**config.mk**
```make
export PLATFORM = sky130hd
export DESIGN_NAME = exact_npn_canonizer_unit_flat
export DESIGN_NICKNAME = d
export VERILOG_FILES = /design/src/npnc_pkg.sv /design/src/npnc_if.sv /design/src/npnc_sched.sv /design/src/npnc_unit.sv /design/src/exact_npn_canonizer_unit.sv /design/src/flat_wrapper.sv
export VERILOG_INCLUDE_DIRS = /design/src /design/src/src
export SDC_FILE = /design/constraint.sdc
export NUM_CORES = 2
export LEC_CHECK = 0
export BUFFER_PORTS_ARGS = -buffer_cell sky130_fd_sc_hd__buf_4
export CAP_MARGIN = 20
export CORE_ASPECT_RATIO = 1.1
export CORE_UTILIZATION = 35
export DETAILED_ROUTE_END_ITERATION = 12
export HOLD_SLACK_MARGIN = 0.06
export PLACE_DENSITY = 0.62
export SYNTH_ARGS = -nofsm -noshare
export SYNTH_HDL_FRONTEND = slang
export SYNTH_SLANG_ARGS = --single-unit
export TNS_END_PERCENT = 50
```
**constraint.sdc**
```tcl
create_clock -name clk -period 14.34 [get_ports clk]
set_clock_uncertainty 0.2 [all_clocks]
set_input_delay 2.868 -clock clk [delete_from_list [all_inputs] [get_ports clk]]
set_output_delay 2.868 -clock clk [all_outputs]
set_load 0.05 [all_outputs]
```
**src/exact_npn_canonizer_unit_assert.svh**
```systemverilog
// assertion macros for the npn canoniser, clocked on clk and disabled in reset
`ifndef EXACT_NPN_CANONIZER_UNIT_ASSERT_SVH
`define EXACT_NPN_CANONIZER_UNIT_ASSERT_SVH

// condition implies consequent in the same cycle
`define NPNC_ASSERT_IMP(label, ante, cons, msg) \
	label: assert property (@(posedge clk) disable iff (!arst_n) (ante) |-> (cons)) \
		else $error(msg);

// condition implies consequent in the next cycle
`define NPNC_ASSERT_NEXT(label, ante, cons, msg) \
	label: assert property (@(posedge clk) disable iff (!arst_n) (ante) |=> (cons)) \
		else $error(msg);

`endif

```
**src/npnc_pkg.sv**
```systemverilog
// shared types, constants and truth-table functions of the npn canoniser
package npnc_pkg;

	localparam int MAX_VARS = 6;
	localparam int TT_W     = 64;
	localparam int NV_W     = 3;
	localparam int VAR_W    = 3;
	localparam int PHASE_W  = 6;
	localparam int SWAP_W   = 10;
	localparam int CNT_W    = 4;

	// shared unit operations
	localparam logic [1:0] OP_HOLD = 2'd0;
	localparam logic [1:0] OP_LOAD = 2'd1;
	localparam logic [1:0] OP_SWAP = 2'd2;
	localparam logic [1:0] OP_FLIP = 2'd3;

	typedef logic [VAR_W-1:0] var_idx_t;
	typedef var_idx_t [MAX_VARS-1:0] perm_t;

	typedef struct packed {
		logic [1:0]      op;
		var_idx_t        pos;
		var_idx_t        flip_sel;
		logic [NV_W-1:0] nv;
	} unit_ctl_t;

	typedef struct packed {
		logic clear;
		logic step;
	} sched_ctl_t;

	localparam logic [TT_W-1:0] ADJ_MASK [5] = '{
		64'h2222222222222222, 64'h0C0C0C0C0C0C0C0C, 64'h00F000F000F000F0,
		64'h0000FF000000FF00, 64'h00000000FFFF0000
	};
	localparam logic [TT_W-1:0] COF0_MASK [6] = '{
		64'h5555555555555555, 64'h3333333333333333, 64'h0F0F0F0F0F0F0F0F,
		64'h00FF00FF00FF00FF, 64'h0000FFFF0000FFFF, 64'h00000000FFFFFFFF
	};

	function automatic logic [TT_W-1:0] table_mask(input logic [NV_W-1:0] nv);
		logic [6:0] w;
		w = 7'd1 << nv;
		if (nv >= 3'(MAX_VARS)) begin
			return '1;
		end
		return (64'd1 << w) - 64'd1;
	endfunction

	// exchange variables p and p+1
	function automatic logic [TT_W-1:0] swap_adj(input logic [TT_W-1:0] t, input var_idx_t p);
		logic [TT_W-1:0] m;
		logic [6:0]      s;
		m = '0;
		s = 7'd1 << p;
		case (p)
			3'd0: m = ADJ_MASK[0];
			3'd1: m = ADJ_MASK[1];
			3'd2: m = ADJ_MASK[2];
			3'd3: m = ADJ_MASK[3];
			3'd4: m = ADJ_MASK[4];
			default: m = '0;
		endcase
		if (p > 3'd4) begin
			return t;
		end
		return (t & ~(m | (m << s))) | ((t & m) << s) | ((t >> s) & m);
	endfunction

	// complement variable v
	function automatic logic [TT_W-1:0] flip_in(input logic [TT_W-1:0] t, input var_idx_t v);
		logic [TT_W-1:0] m;
		logic [6:0]      s;
		m = '0;
		s = 7'd1 << v;
		case (v)
			3'd0: m = COF0_MASK[0];
			3'd1: m = COF0_MASK[1];
			3'd2: m = COF0_MASK[2];
			3'd3: m = COF0_MASK[3];
			3'd4: m = COF0_MASK[4];
			3'd5: m = COF0_MASK[5];
			default: m = '0;
		endcase
		if (v > 3'd5) begin
			return t;
		end
		return ((t & m) << s) | ((t >> s) & m);
	endfunction

	// number of adjacent swaps in one permutation sweep
	function automatic logic [SWAP_W-1:0] swaps_per_sweep(input logic [NV_W-1:0] nv);
		logic [SWAP_W-1:0] r;
		case (nv)
			3'd2: r = 10'd1;
			3'd3: r = 10'd5;
			3'd4: r = 10'd23;
			3'd5: r = 10'd119;
			default: r = 10'd719;
		endcase
		return r;
	endfunction

	function automatic perm_t ident_perm();
		perm_t p;
		for (int i = 0; i < MAX_VARS; i++) begin
			p[i] = VAR_W'(i);
		end
		return p;
	endfunction

endpackage

```
**src/npnc_if.sv**
```systemverilog
// valid/ready channels of the npn canoniser: input items and results
interface npnc_in_if;
	import npnc_pkg::*;
	logic            valid;
	logic            ready;
	logic [TT_W-1:0] truth_table;
	logic [NV_W-1:0] var_count;
	modport source(output valid, truth_table, var_count, input ready);
	modport sink(input valid, truth_table, var_count, output ready);
endinterface

interface npnc_out_if;
	import npnc_pkg::*;
	logic               valid;
	logic               ready;
	logic [TT_W-1:0]    canon_table;
	logic [PHASE_W-1:0] input_phase;
	logic               output_negated;
	logic [VAR_W-1:0]   perm_0;
	logic [VAR_W-1:0]   perm_1;
	logic [VAR_W-1:0]   perm_2;
	logic [VAR_W-1:0]   perm_3;
	logic [VAR_W-1:0]   perm_4;
	logic [VAR_W-1:0]   perm_5;
	logic               unsupported;
	modport source(output valid, canon_table, input_phase, output_negated, perm_0, perm_1,
		perm_2, perm_3, perm_4, perm_5, unsupported, input ready);
	modport sink(input valid, canon_table, input_phase, output_negated, perm_0, perm_1,
		perm_2, perm_3, perm_4, perm_5, unsupported, output ready);
endinterface

```
**src/npnc_sched.sv**
```systemverilog
// adjacent-swap schedule generator and live permutation tracker
module npnc_sched (
	input  logic                    clk,
	input  logic                    arst_n,
	input  npnc_pkg::sched_ctl_t    ctl,
	input  logic [npnc_pkg::NV_W-1:0] nv,
	output npnc_pkg::var_idx_t      pos,
	output npnc_pkg::perm_t         perm_next
);
	import npnc_pkg::*;

	// one mixed-radix digit per level, each counts 0 .. 2m-1
	logic [CNT_W-1:0] cnt_q [3:6];
	logic [CNT_W-1:0] cnt_d [3:6];
	perm_t            perm_q;

	always_comb begin
		logic             carry;
		logic [CNT_W-1:0] nc;
		var_idx_t         base;
		var_idx_t         add;
		carry = 1'b1;
		base  = '0;
		add   = '0;
		nc    = '0;
		for (int m = 3; m <= 6; m++) begin
			cnt_d[m] = cnt_q[m];
		end
		for (int m = 6; m >= 3; m--) begin
			if (m <= int'(nv) && carry) begin
				nc = (cnt_q[m] == CNT_W'(2 * m - 1)) ? '0 : cnt_q[m] + 4'd1;
				cnt_d[m] = nc;
				if (nc == CNT_W'(m)) begin
					add = add + 3'd1;
				end else if (nc != '0) begin
					carry = 1'b0;
					base  = (nc < CNT_W'(m)) ? VAR_W'(CNT_W'(m - 1) - nc)
						: VAR_W'(nc - CNT_W'(m + 1));
				end
			end
		end
		pos = base + add;
	end

	always_comb begin
		perm_next = perm_q;
		if (ctl.clear) begin
			perm_next = ident_perm();
		end else if (ctl.step) begin
			for (int i = 0; i < MAX_VARS - 1; i++) begin
				if (pos == VAR_W'(i)) begin
					perm_next[i]     = perm_q[i + 1];
					perm_next[i + 1] = perm_q[i];
				end
			end
		end
	end

	always_ff @(posedge clk or negedge arst_n) begin
		if (!arst_n) begin
			for (int m = 3; m <= 6; m++) begin
				cnt_q[m] <= '0;
			end
			perm_q <= ident_perm();
		end else begin
			if (ctl.clear) begin
				for (int m = 3; m <= 6; m++) begin
					cnt_q[m] <= '0;
				end
			end else if (ctl.step) begin
				cnt_q <= cnt_d;
			end
			perm_q <= perm_next;
		end
	end

endmodule

```
**src/npnc_unit.sv**
```systemverilog
// shared transform and compare unit: walks the table and keeps the minimum
module npnc_unit (
	input  logic                      clk,
	input  logic                      arst_n,
	input  npnc_pkg::unit_ctl_t       ctl,
	input  logic [npnc_pkg::TT_W-1:0] load_table,
	output logic                      better,
	output logic [npnc_pkg::TT_W-1:0] best_table,
	output logic                      best_inverted
);
	import npnc_pkg::*;

	logic [TT_W-1:0] work_q;
	logic [TT_W-1:0] best_q;
	logic            best_inv_q;
	logic [TT_W-1:0] mask;
	logic [TT_W-1:0] cand;
	logic [TT_W-1:0] lo;
	logic [5:0]      top_idx;
	logic            cand_msb;

	assign mask    = table_mask(ctl.nv);
	assign top_idx = 6'((7'd1 << ctl.nv) - 7'd1);

	always_comb begin
		case (ctl.op)
			OP_LOAD: cand = load_table & mask;
			OP_SWAP: cand = swap_adj(work_q, ctl.pos) & mask;
			OP_FLIP: cand = flip_in(swap_adj(work_q, '0), ctl.flip_sel) & mask;
			default: cand = work_q;
		endcase
	end

	// the complement is smaller exactly when the top used bit is set
	assign cand_msb = cand[top_idx];
	assign lo       = cand_msb ? (~cand & mask) : cand;
	assign better   = (ctl.op == OP_SWAP || ctl.op == OP_FLIP) && (lo < best_q);

	always_ff @(posedge clk or negedge arst_n) begin
		if (!arst_n) begin
			work_q     <= '0;
			best_q     <= '0;
			best_inv_q <= 1'b0;
		end else begin
			if (ctl.op != OP_HOLD) begin
				work_q <= cand;
			end
			if (ctl.op == OP_LOAD || better) begin
				best_q     <= lo;
				best_inv_q <= cand_msb;
			end
		end
	end

	assign best_table    = best_q;
	assign best_inverted = best_inv_q;

endmodule

```
**src/exact_npn_canonizer_unit.sv**
```systemverilog
// Exact NPN canoniser for 2 to 6 variables. One item is taken at a time: after acceptance the
// shared transform/compare unit walks every permutation (adjacent swaps) for every input
// polarity (Gray-code flips), one step per clock, then registers the best table as the result.
// The step rate is set by the single 64-bit swap/flip network and compare. Items with fewer
// than two variables give an unsupported result on the next cycle. The input is not ready
// while a search runs or while a result still waits to be taken and would be overwritten.
module exact_npn_canonizer_unit (
	input  logic       clk,
	input  logic       arst_n,
	npnc_in_if.sink    item,
	npnc_out_if.source result
);
	import npnc_pkg::*;

	localparam logic [1:0] ST_IDLE   = 2'd0;
	localparam logic [1:0] ST_SWEEP  = 2'd1;
	localparam logic [1:0] ST_FLIP   = 2'd2;
	localparam logic [1:0] ST_FINISH = 2'd3;

	logic [1:0]         state_q;
	logic [NV_W-1:0]    n_q;
	logic [SWAP_W-1:0]  sw_left_q;
	logic [PHASE_W-1:0] fl_left_q;
	logic [PHASE_W-1:0] flip_cnt_q;
	logic [PHASE_W-1:0] phase_q;
	logic [PHASE_W-1:0] best_phase_q;
	perm_t              best_perm_q;

	logic               out_valid_q;
	logic [TT_W-1:0]    out_table_q;
	logic [PHASE_W-1:0] out_phase_q;
	logic               out_neg_q;
	perm_t              out_perm_q;
	logic               out_unsup_q;

	logic               accept;
	logic               supported;
	logic               out_load;
	logic [NV_W-1:0]    n_eff;
	logic [PHASE_W-1:0] flip_cnt_next;
	logic [PHASE_W-1:0] phase_next;
	var_idx_t           flip_v;
	unit_ctl_t          unit_ctl;
	sched_ctl_t         sched_ctl;
	var_idx_t           sched_pos;
	perm_t              perm_next;
	logic               unit_better;
	logic [TT_W-1:0]    unit_best;
	logic               unit_best_inv;
	logic [5:0]         top_idx;

	assign item.ready = (state_q == ST_IDLE) && (!out_valid_q || result.ready);
	assign accept     = item.valid && item.ready;
	assign supported  = item.var_count >= 3'd2;
	assign n_eff      = (item.var_count > NV_W'(MAX_VARS)) ? NV_W'(MAX_VARS) : item.var_count;
	assign top_idx    = 6'((7'd1 << n_q) - 7'd1);
	assign out_load   = (state_q == ST_IDLE && accept && !supported)
		|| (state_q == ST_FINISH && (!out_valid_q || result.ready));

	// gray-code flip: the variable is the lowest set bit of the new flip count
	assign flip_cnt_next = flip_cnt_q + 6'd1;
	always_comb begin
		flip_v = '0;
		for (int i = PHASE_W - 1; i >= 0; i--) begin
			if (flip_cnt_next[i]) begin
				flip_v = VAR_W'(i);
			end
		end
	end
	assign phase_next = phase_q ^ (6'd1 << flip_v);

	always_comb begin
		unit_ctl.op       = OP_HOLD;
		unit_ctl.pos      = sched_pos;
		unit_ctl.flip_sel = flip_v;
		unit_ctl.nv       = (state_q == ST_IDLE) ? n_eff : n_q;
		sched_ctl.clear   = 1'b0;
		sched_ctl.step    = 1'b0;
		case (state_q)
			ST_IDLE: begin
				if (accept && supported) begin
					unit_ctl.op     = OP_LOAD;
					sched_ctl.clear = 1'b1;
				end
			end
			ST_SWEEP: begin
				unit_ctl.op    = OP_SWAP;
				sched_ctl.step = 1'b1;
			end
			ST_FLIP: begin
				unit_ctl.op     = OP_FLIP;
				sched_ctl.clear = 1'b1;
			end
			default: begin
				unit_ctl.op = OP_HOLD;
			end
		endcase
	end

	npnc_sched u_sched (
		.clk       (clk),
		.arst_n    (arst_n),
		.ctl       (sched_ctl),
		.nv        (n_q),
		.pos       (sched_pos),
		.perm_next (perm_next)
	);

	npnc_unit u_unit (
		.clk           (clk),
		.arst_n        (arst_n),
		.ctl           (unit_ctl),
		.load_table    (item.truth_table),
		.better        (unit_better),
		.best_table    (unit_best),
		.best_inverted (unit_best_inv)
	);

	always_ff @(posedge clk or negedge arst_n) begin
		if (!arst_n) begin
			state_q      <= ST_IDLE;
			n_q          <= '0;
			sw_left_q    <= '0;
			fl_left_q    <= '0;
			flip_cnt_q   <= '0;
			phase_q      <= '0;
			best_phase_q <= '0;
			best_perm_q  <= ident_perm();
			out_valid_q  <= 1'b0;
		end else begin
			if (out_load) begin
				out_valid_q <= 1'b1;
			end else if (result.valid && result.ready) begin
				out_valid_q <= 1'b0;
			end
			if (unit_better) begin
				best_perm_q  <= perm_next;
				best_phase_q <= (state_q == ST_FLIP) ? phase_next : phase_q;
			end
			case (state_q)
				ST_IDLE: begin
					if (accept && supported) begin
						n_q          <= n_eff;
						sw_left_q    <= swaps_per_sweep(n_eff);
						fl_left_q    <= 6'((7'd1 << n_eff) - 7'd1);
						flip_cnt_q   <= '0;
						phase_q      <= '0;
						best_phase_q <= '0;
						best_perm_q  <= ident_perm();
						state_q      <= ST_SWEEP;
					end
				end
				ST_SWEEP: begin
					sw_left_q <= sw_left_q - 10'd1;
					if (sw_left_q == 10'd1) begin
						state_q <= (fl_left_q == '0) ? ST_FINISH : ST_FLIP;
					end
				end
				ST_FLIP: begin
					fl_left_q  <= fl_left_q - 6'd1;
					flip_cnt_q <= flip_cnt_next;
					phase_q    <= phase_next;
					sw_left_q  <= swaps_per_sweep(n_q);
					state_q    <= ST_SWEEP;
				end
				default: begin
					if (!out_valid_q || result.ready) begin
						state_q <= ST_IDLE;
					end
				end
			endcase
		end
	end

	// result register payload
	always_ff @(posedge clk) begin
		if (state_q == ST_IDLE && accept && !supported) begin
			out_table_q <= '0;
			out_phase_q <= '0;
			out_neg_q   <= 1'b0;
			out_perm_q  <= '0;
			out_unsup_q <= 1'b1;
		end else if (state_q == ST_FINISH && (!out_valid_q || result.ready)) begin
			out_table_q <= unit_best;
			out_phase_q <= best_phase_q;
			out_neg_q   <= unit_best_inv;
			out_perm_q  <= best_perm_q;
			out_unsup_q <= 1'b0;
		end
	end

	assign result.valid          = out_valid_q;
	assign result.canon_table    = out_table_q;
	assign result.input_phase    = out_phase_q;
	assign result.output_negated = out_neg_q;
	assign result.perm_0         = out_perm_q[0];
	assign result.perm_1         = out_perm_q[1];
	assign result.perm_2         = out_perm_q[2];
	assign result.perm_3         = out_perm_q[3];
	assign result.perm_4         = out_perm_q[4];
	assign result.perm_5         = out_perm_q[5];
	assign result.unsupported    = out_unsup_q;

`include "exact_npn_canonizer_unit_assert.svh"

	`NPNC_ASSERT_NEXT(a_busy_after_accept, item.valid && item.ready && item.var_count >= 3'd2,
		!item.ready, "input still ready after a search started")
	`NPNC_ASSERT_NEXT(a_best_never_grows, state_q == ST_SWEEP || state_q == ST_FLIP,
		unit_best <= $past(unit_best), "best table grew during the search")
	`NPNC_ASSERT_IMP(a_canon_top_clear, state_q == ST_FINISH, unit_best[top_idx] == 1'b0,
		"canonical table has its top used bit set")

endmodule

```
**src/flat_wrapper.sv**
```systemverilog
// flat-port wrapper written by rule: the top's interface ports become plain ports
module exact_npn_canonizer_unit_flat import npnc_pkg::*;
  (clk, arst_n, item_valid, item_truth_table, item_var_count, item_ready, result_valid, result_canon_table, result_input_phase, result_output_negated, result_perm_0, result_perm_1, result_perm_2, result_perm_3, result_perm_4, result_perm_5, result_unsupported, result_ready);
  npnc_in_if item_i ();
  npnc_out_if result_i ();
  input  logic clk;
  input  logic arst_n;
  input wire logic [$bits(item_i.valid)-1:0] item_valid;
  input wire logic [$bits(item_i.truth_table)-1:0] item_truth_table;
  input wire logic [$bits(item_i.var_count)-1:0] item_var_count;
  output wire logic [$bits(item_i.ready)-1:0] item_ready;
  output wire logic [$bits(result_i.valid)-1:0] result_valid;
  output wire logic [$bits(result_i.canon_table)-1:0] result_canon_table;
  output wire logic [$bits(result_i.input_phase)-1:0] result_input_phase;
  output wire logic [$bits(result_i.output_negated)-1:0] result_output_negated;
  output wire logic [$bits(result_i.perm_0)-1:0] result_perm_0;
  output wire logic [$bits(result_i.perm_1)-1:0] result_perm_1;
  output wire logic [$bits(result_i.perm_2)-1:0] result_perm_2;
  output wire logic [$bits(result_i.perm_3)-1:0] result_perm_3;
  output wire logic [$bits(result_i.perm_4)-1:0] result_perm_4;
  output wire logic [$bits(result_i.perm_5)-1:0] result_perm_5;
  output wire logic [$bits(result_i.unsupported)-1:0] result_unsupported;
  input wire logic [$bits(result_i.ready)-1:0] result_ready;
  assign item_i.valid = item_valid;
  assign item_i.truth_table = item_truth_table;
  assign item_i.var_count = item_var_count;
  assign item_ready = item_i.ready;
  assign result_valid = result_i.valid;
  assign result_canon_table = result_i.canon_table;
  assign result_input_phase = result_i.input_phase;
  assign result_output_negated = result_i.output_negated;
  assign result_perm_0 = result_i.perm_0;
  assign result_perm_1 = result_i.perm_1;
  assign result_perm_2 = result_i.perm_2;
  assign result_perm_3 = result_i.perm_3;
  assign result_perm_4 = result_i.perm_4;
  assign result_perm_5 = result_i.perm_5;
  assign result_unsupported = result_i.unsupported;
  assign result_i.ready = result_ready;
  exact_npn_canonizer_unit u_core (.clk(clk), .arst_n(arst_n), .item(item_i), .result(result_i));
endmodule
```
== Word-level counts from Yosys, hierarchy flattened ==
Cells that the tools add are included.

* Register bits after elaboration: 311
* Output and inout port bits: 92
* Logic and storage cells: 293

* Add/sub/neg operators: 22
* Magnitude comparators: 15
* Equality and inequality tests: 34
* Shift operators: 11
* Multiplexer cells: 108
* Bitwise operators: 23
* Reductions and logical operators: 43

{| class="wikitable"
|+ Operator list
! kind !! count
|-
| two-way mux 64 bit || 12
|-
| bitwise AND 64 bit || 10
|-
| OR 64 bit || 7
|-
| case mux 63 bit (6 select lines) || 1
|-
| case mux 62 bit (5 select lines) || 1
|-
| NOT 64 bit || 3
|-
| case mux 64 bit (3 select lines) || 1
|-
| << shifter 64 x 7 -> 64 bit || 3
|-
| right shift 64 x 7 -> 64 bit || 2
|-
| two-way mux 18 bit || 5
|-
| two-way mux 3 bit || 30
|-
| case mux 10 bit (4 select lines) || 2
|-
| two-way mux 6 bit || 11
|-
| bitwise AND 63 x 64 -> 64 bit || 1
|-
| less-than comparator 64 bit || 1
|-
| << shifter 1 x 7 -> 64 bit, first input constant || 1
|-
| subtractor 64 x 1 -> 64 bit, second input constant || 1
|-
| bitwise AND 63 bit || 1
|-
| case mux 6 bit (2 select lines) || 3
|-
| two-way mux 16 bit || 2
|-
| two-way mux 4 bit || 8
|-
| case mux 10 bit (3 select lines) || 1
|-
| equality test 3 x 2 -> 1 bit, second input constant || 8
|-
| two-way mux 1 bit || 23
|-
| other kinds (46) || 118
|}

== Longest topological paths before layout ==
* Depth in word-level cells: 38
* Mapped depth: 48
* Mapped depth without buffers: 42

== Modules after synthesis ==
Synthesis repeated with hierarchy kept, for this count alone.

* Cells, all modules: 3,571
* Area total of the unflattened synthesis: 27,482.6 um^2

{| class="wikitable"
|+ By module, submodules not included
! module !! times used !! cells each !! area each (um^2) !! sequential area each (um^2)
|-
| npnc_unit || 1 || 2,457 || 18,103.6 || 3,228.1
|-
| exact_npn_canonizer_unit || 1 || 791 || 6,647.6 || 3,261.9
|-
| npnc_sched || 1 || 323 || 2,731.4 || 859.6
|}

== Least setup slack after synthesis ==
No wires, ideal clock.

* Kind: in2reg
* From: input port item_var_count[1]
* To: register u_core.u_unit.best_inv_q, in the netlist u_core.u_unit.best_inverted
* Library setup time: 0.127 ns
* Arrival: 11.233 ns
* Data required time: 14.013 ns
* Path slack: 2.780 ns
* Stages on the path: 40
* Path buffers: 8
* Cell sequence: ha_1 > nor3b_1 > or2_2 > clkbuf_1 > clkbuf_1 > clkbuf_1 > nand3_1 > ha_1 > clkbuf_1 > o21ai_0 > ha_1 > clkbuf_1 > mux2_2 > o21ai_0 > or4_1 > nor4_1 > nor4_1 > a41oi_1 > [4 not listed] > mux2_2 > ha_1 > a21o_1 > a21o_1 > a21o_1 > a21o_1 > a21o_1 > a21o_1 > a221oi_1 > o31ai_1 > a21oi_1 > o211ai_1 > a2111oi_2 > nor3_4 > and2b_1 > buf_4 > buf_6 > mux2_1

* Word-level cells in the longest chain between the ends: 15
* Elaborated cells on any way between the ends: 30
* Classes of those cells: 2 x add/sub; 4 x order compare; 3 x eq/ne; 2 x shift; 10 x mux; 5 x bitwise; 4 x reduce/logical

{| class="wikitable"
|+ Ends and longest elaborated chain
! what !! line !! text
|-
| from (decl) || flat_wrapper.sv:10 || <nowiki>input wire logic [$bits(item_i.var_count)-1:0] item_var_count;</nowiki>
|-
| greater-than comparator 3 bit || exact_npn_canonizer_unit.sv:55 || <nowiki>assign n_eff = (item.var_count > NV_W'(MAX_VARS)) ? NV_W'(MAX_VARS) : item.var_count;</nowiki>
|-
| two-way mux 3 bit || exact_npn_canonizer_unit.sv:55 ||
|-
| two-way mux 3 bit || exact_npn_canonizer_unit.sv:76 || <nowiki>unit_ctl.nv = (state_q == ST_IDLE) ? n_eff : n_q;</nowiki>
|-
| << shifter 1 x 3 -> 7 bit || npnc_pkg.sv:44 || <nowiki>w = 7'd1 << nv;</nowiki>
|-
| << shifter 1 x 7 -> 64 bit || npnc_pkg.sv:48 || <nowiki>return (64'd1 << w) - 64'd1;</nowiki>
|-
| subtractor 64 x 1 -> 64 bit || npnc_pkg.sv:48 ||
|-
| two-way mux 64 bit || npnc_pkg.sv:48 ||
|-
| bitwise AND 64 bit, on equally long branches || npnc_unit.sv:29, npnc_unit.sv:27, npnc_unit.sv:28 ||
|-
| case mux 64 bit (3 select lines) || npnc_unit.sv:26 || <nowiki>case (ctl.op)</nowiki>
|-
| binary-select mux 1 bit (select 6 bit) or NOT 64 bit (tied branches) || npnc_unit.sv:35, npnc_unit.sv:36 ||
|-
| two-way mux 1 bit (not written as such) or bitwise AND 64 bit (tied branches) || npnc_unit.sv:35, npnc_unit.sv:36 ||
|-
| two-way mux 64 bit * || npnc_unit.sv:36 || <nowiki>assign lo = cand_msb ? (~cand & mask) : cand;</nowiki>
|-
| net u_core.u_unit.lo[25] || npnc_unit.sv:18 || <nowiki>logic [TT_W-1:0] lo;</nowiki>
|-
| less-than comparator 64 bit * || npnc_unit.sv:37 || <nowiki>assign better = (ctl.op == OP_SWAP || ctl.op == OP_FLIP) && (lo < best_q);</nowiki>
|-
| logical AND 1 bit * || npnc_unit.sv:37 ||
|-
| logical OR 1 bit * || npnc_unit.sv:48 || <nowiki>if (ctl.op == OP_LOAD || better) begin</nowiki>
|-
| to (signal assigned) || npnc_unit.sv:50 || <nowiki>best_inv_q <= cand_msb;</nowiki>
|-
| to (decl) || npnc_unit.sv:15 || <nowiki>logic best_inv_q;</nowiki>
|}

The timed path passes the listed nets; every way through them passes the cells marked *. The select of a mux whose other input is x is not followed.
A chain may end at the register's enable or synchronous reset.

== Worst setup path after layout ==
* From: register u_core.u_sched.cnt_q[0] (netlist bit)
* To: register u_core.u_unit.best_q[59], in the netlist u_core.u_unit.best_table[59]

* Word-level cells in the longest chain between the ends: 36
* Elaborated cells on any way between the ends: 78
* Classes of those cells: 7 x add/sub; 3 x order compare; 6 x eq/ne; 4 x shift; 41 x mux; 10 x bitwise; 7 x reduce/logical

{| class="wikitable"
|+ Ends and longest elaborated chain
! what !! line !! text
|-
| from (decl) || npnc_sched.sv:13 || <nowiki>logic [CNT_W-1:0] cnt_q [3:6];</nowiki>
|-
| from (signal assigned) || npnc_sched.sv:71 || <nowiki>cnt_q <= cnt_d;</nowiki>
|-
| adder 4 x 1 -> 4 bit or equality test 4 bit (tied branches) || npnc_sched.sv:31 || <nowiki>nc = (cnt_q[m] == CNT_W'(2 * m - 1)) ? '0 : cnt_q[m] + 4'd1;</nowiki>
|-
| two-way mux 4 bit * || npnc_sched.sv:31 ||
|-
| parallel branches: the longest is 14 deep, another holds adder 3 x 1 -> 3 bit || n/a ||
|-
| adder 3 bit * || npnc_sched.sv:42 || <nowiki>pos = base + add;</nowiki>
|-
| equality test 3 bit (tied with other cells) || npnc_pkg.sv:57 || <nowiki>case (p)</nowiki>
|-
| case mux 62 bit (5 select lines) || npnc_pkg.sv:57 ||
|-
| two-way mux 64 bit || npnc_unit.sv:26 ||
|-
| << shifter 64 x 7 -> 64 bit || npnc_pkg.sv:68 || <nowiki>return (t & ~(m | (m << s))) | ((t & m) << s) | ((t >> s) & m);</nowiki>
|-
| [8 not listed] || n/a ||
|-
| case mux 64 bit (3 select lines) * || npnc_unit.sv:26 ||
|-
| binary-select mux 1 bit (select 6 bit) or NOT 64 bit (tied branches) || npnc_unit.sv:35, npnc_unit.sv:36 ||
|-
| two-way mux 1 bit (not written as such) or bitwise AND 64 bit (tied branches) || npnc_unit.sv:35, npnc_unit.sv:36 ||
|-
| two-way mux 64 bit * || npnc_unit.sv:36 ||
|-
| net u_core.u_unit.lo[41] || npnc_unit.sv:18 ||
|-
| less-than comparator 64 bit * || npnc_unit.sv:37 ||
|-
| logical AND 1 bit * || npnc_unit.sv:37 ||
|-
| logical OR 1 bit * || npnc_unit.sv:48 ||
|-
| to (signal assigned) || npnc_unit.sv:49 || <nowiki>best_q <= lo;</nowiki>
|-
| to (decl) || npnc_unit.sv:14 || <nowiki>logic [TT_W-1:0] best_q;</nowiki>
|}

Mark *: on every way through the listed nets, which the timed path passes. The select of a mux whose other input is x is not followed.

==> summary.md <==
| Metric | Value |
|---|---|
| Status | complete, but fails checks |
| Failing checks | DRC |
| Clk_lat worst skew | between 0.5 and 0.6 ns |
| Post-CTS Setup Repair Bufs | 0 |
| Drt via density | about 6.6 |
| Synth Flop Type | dfrtp_1 |
| Min Tclk post-route | 12.41 ns |
| CP peak stage delay | a little under 0.8 ns |
| Drt total wl | around 130000 um |
| I/O pin count | between 150 and 200 |
| Vias in the first global route | 27000 |
| Sequential cell area | about 0.0073 mm^2 |
| Worst-path clk slew | roughly 0.06 ns |
| All-Layer GR Usage | 35.2% |
| Yosys Warn Count | 0 |
| Hold Slack | about 0.25 ns |
| RSZ-0062 raised after global routing | false |
| Average size of a mapped cell | between 7 and 8 um^2 |
| Crit-path max FO | 65 |
| Mapped Area | between 0.02 and 0.03 mm^2 |
| CP Capture Type | register |
| CTS H-Tree Depth | 2 |
| Congestion Overflow GR | 0 |
| Worst min path class | register to register |
| Total CTS buffers | 36 |
| Avg WL per Cell | between 30 and 40 um |
| Critical Path Start Type | register |
| Placer Congestion | approximately 1.1 |
| Slew Viols, Final | 0 |
| Synth area leaders | dfrtp_1 (20%), a21oi_1 (7.8%), nand2_1 (7.8%) |
| Core ar. | 0.0731 mm^2 |
| Slew margin rel. | roughly 16% |
| Initial Utilization | a little over a third |
| Crit path DAT | 12.67 ns |
| Cell Rows | between 100 and 150 |
| Seq/Total Area, Yosys | between 20% and 30% |
| Clk root buf | clkbuf_16 |
| Die H | about 290 um |
| Largest net degree at the start of global routing | 96 |
| Hold_buf cts | 0 |
| Hpwl dp | roughly 94000 um |
| Dominant cell type by area after synthesis | dfrtp_1 |
| Max_cap viols | 0 |
| NumNets Final | ~3600 |
| Post-synthesis async set-or-reset flop share | a little under three quarters |
| Die Width | approximately 260 um |
| WS Path Type | register to register |
| Clock Path Buffers | 3 |
| Area taken by multi-input logic gates | 0.0169 mm^2 |
| Final Hold Vio Count | 0 |
| Post-route ant nets | 0 |
| Final TNS setup | 0 ns |
| CP required | 14.59 ns |
| Cells after synthesis | between 3000 and 4000 |
| Port Buffer Count | approximately 160 |
| # DRC | 8 |
| Initial antenna violation count | 8 |
| Num Clock Sinks | 311 |
| Worst Reg-to-Reg Cells | 42 |
| Fmax | about 81 MHz |
| Final Util | roughly two fifths |
| Slowest cell on the critical path | nor2_2 |
| First-pass DRT Iterations | 12 |
| Post-synth EDFFs | 0 |
| Post_cts resized | 0 |
| First-pass GRT wire length | approximately 190000 um |
| Die area | roughly 0.075 mm^2 |
| Slew of the pin with the lowest slew margin | roughly 1.2 ns |
| DR iter-0 viols | between 4000 and 5000 |
| Vias | 29200 |
| Area Overhead vs Synth | 13.1% |
| Setup WS pre-CTS | between 1.5 and 2 ns |
| Layout cells sized above 1 | between 10% and 20% |
| Final Setup Violations | 0 |
| Final period utilization | slightly below 90% |
| Syn_nets | ~3600 |
| WHS Path Cells | 2 |
| Flops & latches, synth | 311 |
| Fillcell total | 7741 |
| Netlist cell types | 100 |
| CTS tree | yes |
| Final worst slack | 1.93 ns |
| Top-area cell type share of the netlist area | roughly a fifth |
[path summary, 6_finish.rpt]
path	from	to	slack [ns]
min	u_core.result.canon_table[43]	u_core.result.canon_table[43]	0.25
max in group asynchronous	arst_n	u_core.phase_q[0]	9.62
min in group asynchronous	arst_n	u_core.u_unit.best_table[4]	2.14
max	u_core.u_sched.cnt_q[0]	u_core.u_unit.best_table[59]	1.93
max reg2reg	u_core.u_sched.cnt_q[0]	u_core.u_unit.best_table[59]	1.93
min reg2reg	u_core.result.canon_table[43]	u_core.result.canon_table[43]	0.25
[synthesized netlist by cell type (25+ instances only)]
master and instances:
nand2_1 538, a21oi_1 404, nor2_1 271, clkbuf_1 255
o21ai_0 233, dfrtp_1 207, inv_1 120, mux2i_1 109
ha_1 98, nand3_1 91, dfxtp_1 90, mux2_1 66
nor3_1 63, o211ai_1 63, a31oi_1 59, o22ai_1 57
a21o_1 50, a211oi_1 43, a221oi_1 41, a22oi_1 39
buf_1 39, nand4_1 36, mux2_2 31, and3_1 25
[sequential cells by signal, indices dropped and copies added, names as in the netlist, 6 cells and up]
name and flops:
u_core.best_phase_q 6, u_core.flip_cnt_q 6, u_core.phase_q 6, u_core.u_sched.perm_q 18, u_core.sw_left_q 10, u_core.u_unit.best_table 64, u_core.result.canon_table 64, u_core.u_unit.work_q 64
u_core.best_perm_q 18, u_core.fl_left_q 6, u_core.u_sched.cnt_q 16, u_core.result.input_phase 6
[area by class of cell]
class                           count  share of cell area, %
Inverter                          123                   1.58
Clock buffer                       52                   3.64
Clock inverter                     13                  0.523
Timing Repair Buffer              275                   7.13
Multi-Input combinational cell   2718                   57.8
Sequential cell                   311                   25.2
Antenna cell                        1                0.00857
Tap cell                          954                   4.09
[routing by layer]
layer	track usage, %	vias up	share of wire [%]
li1	-	12700	-
met1	45.8	13900	39
met2	50.4	2099	41
met3	10.6	576	12
met4	22.2	10	8.2
met5	0	-	0.042
[cells in the final DEF, fill, tap and decap left out, types with 18 or more instances in the layout]
| master | instances |
|---|---|
| inv_1 | 119 |
| a21o_1 | 50 |
| nand3_1 | 91 |
| ha_1 | 94 |
| nand4_1 | 36 |
| clkbuf_16 | 38 |
| a211oi_1 | 42 |
| o22ai_1 | 57 |
| a31oi_1 | 59 |
| o211ai_1 | 63 |
| mux2_2 | 31 |
| dfxtp_1 | 90 |
| a221oi_1 | 41 |
| buf_4 | 270 |
| mux2_1 | 66 |
| o21ai_0 | 233 |
| nor3_1 | 61 |
| o221ai_1 | 18 |
| o31ai_1 | 20 |
| dfrtp_1 | 207 |
| nand2_1 | 534 |
| a21oi_1 | 400 |
| nor2_1 | 263 |
| or3_1 | 20 |
| mux2i_1 | 109 |
| and3_1 | 25 |
| a22oi_1 | 39 |
| nand2b_1 | 20 |
[critical path, delay by kind of cell, from the launching register on]
family / cells / cell delay, ns
adder cells (fa/ha/maj): 5 / 1.57
AND/OR/NAND/NOR: 12 / 3.02
AO/OA/AOI/OAI: 15 / 3.75
multiplexers: 5 / 1.61
flip-flops: 1 / 0.60
buffers and inverters: 5 / 1.41
[logic make-up after synthesis]
logic type                 synth area share, %
muxes                                     8.81
buffers and inverters                     6.79
AOI/OAI and AO/OA                         30.2
DFF                                       28.5
xor gates and xnor gates                  1.01
adders and majority gates                 4.83
and+or+nand+nor                           19.9
[metrics by stage]
step / cell area (um^2) / instances
after global placement: 27900 / 4376
final: 29200 / 4447
after CTS: 29100 / 4442
after floorplan: 25800 / 3476
after detailed placement: 27900 / 4377
after global routing: 29200 / 4446
Power is not shown: default switching activity piles up to over one toggle a cycle in this logic, so the estimate is an artifact.
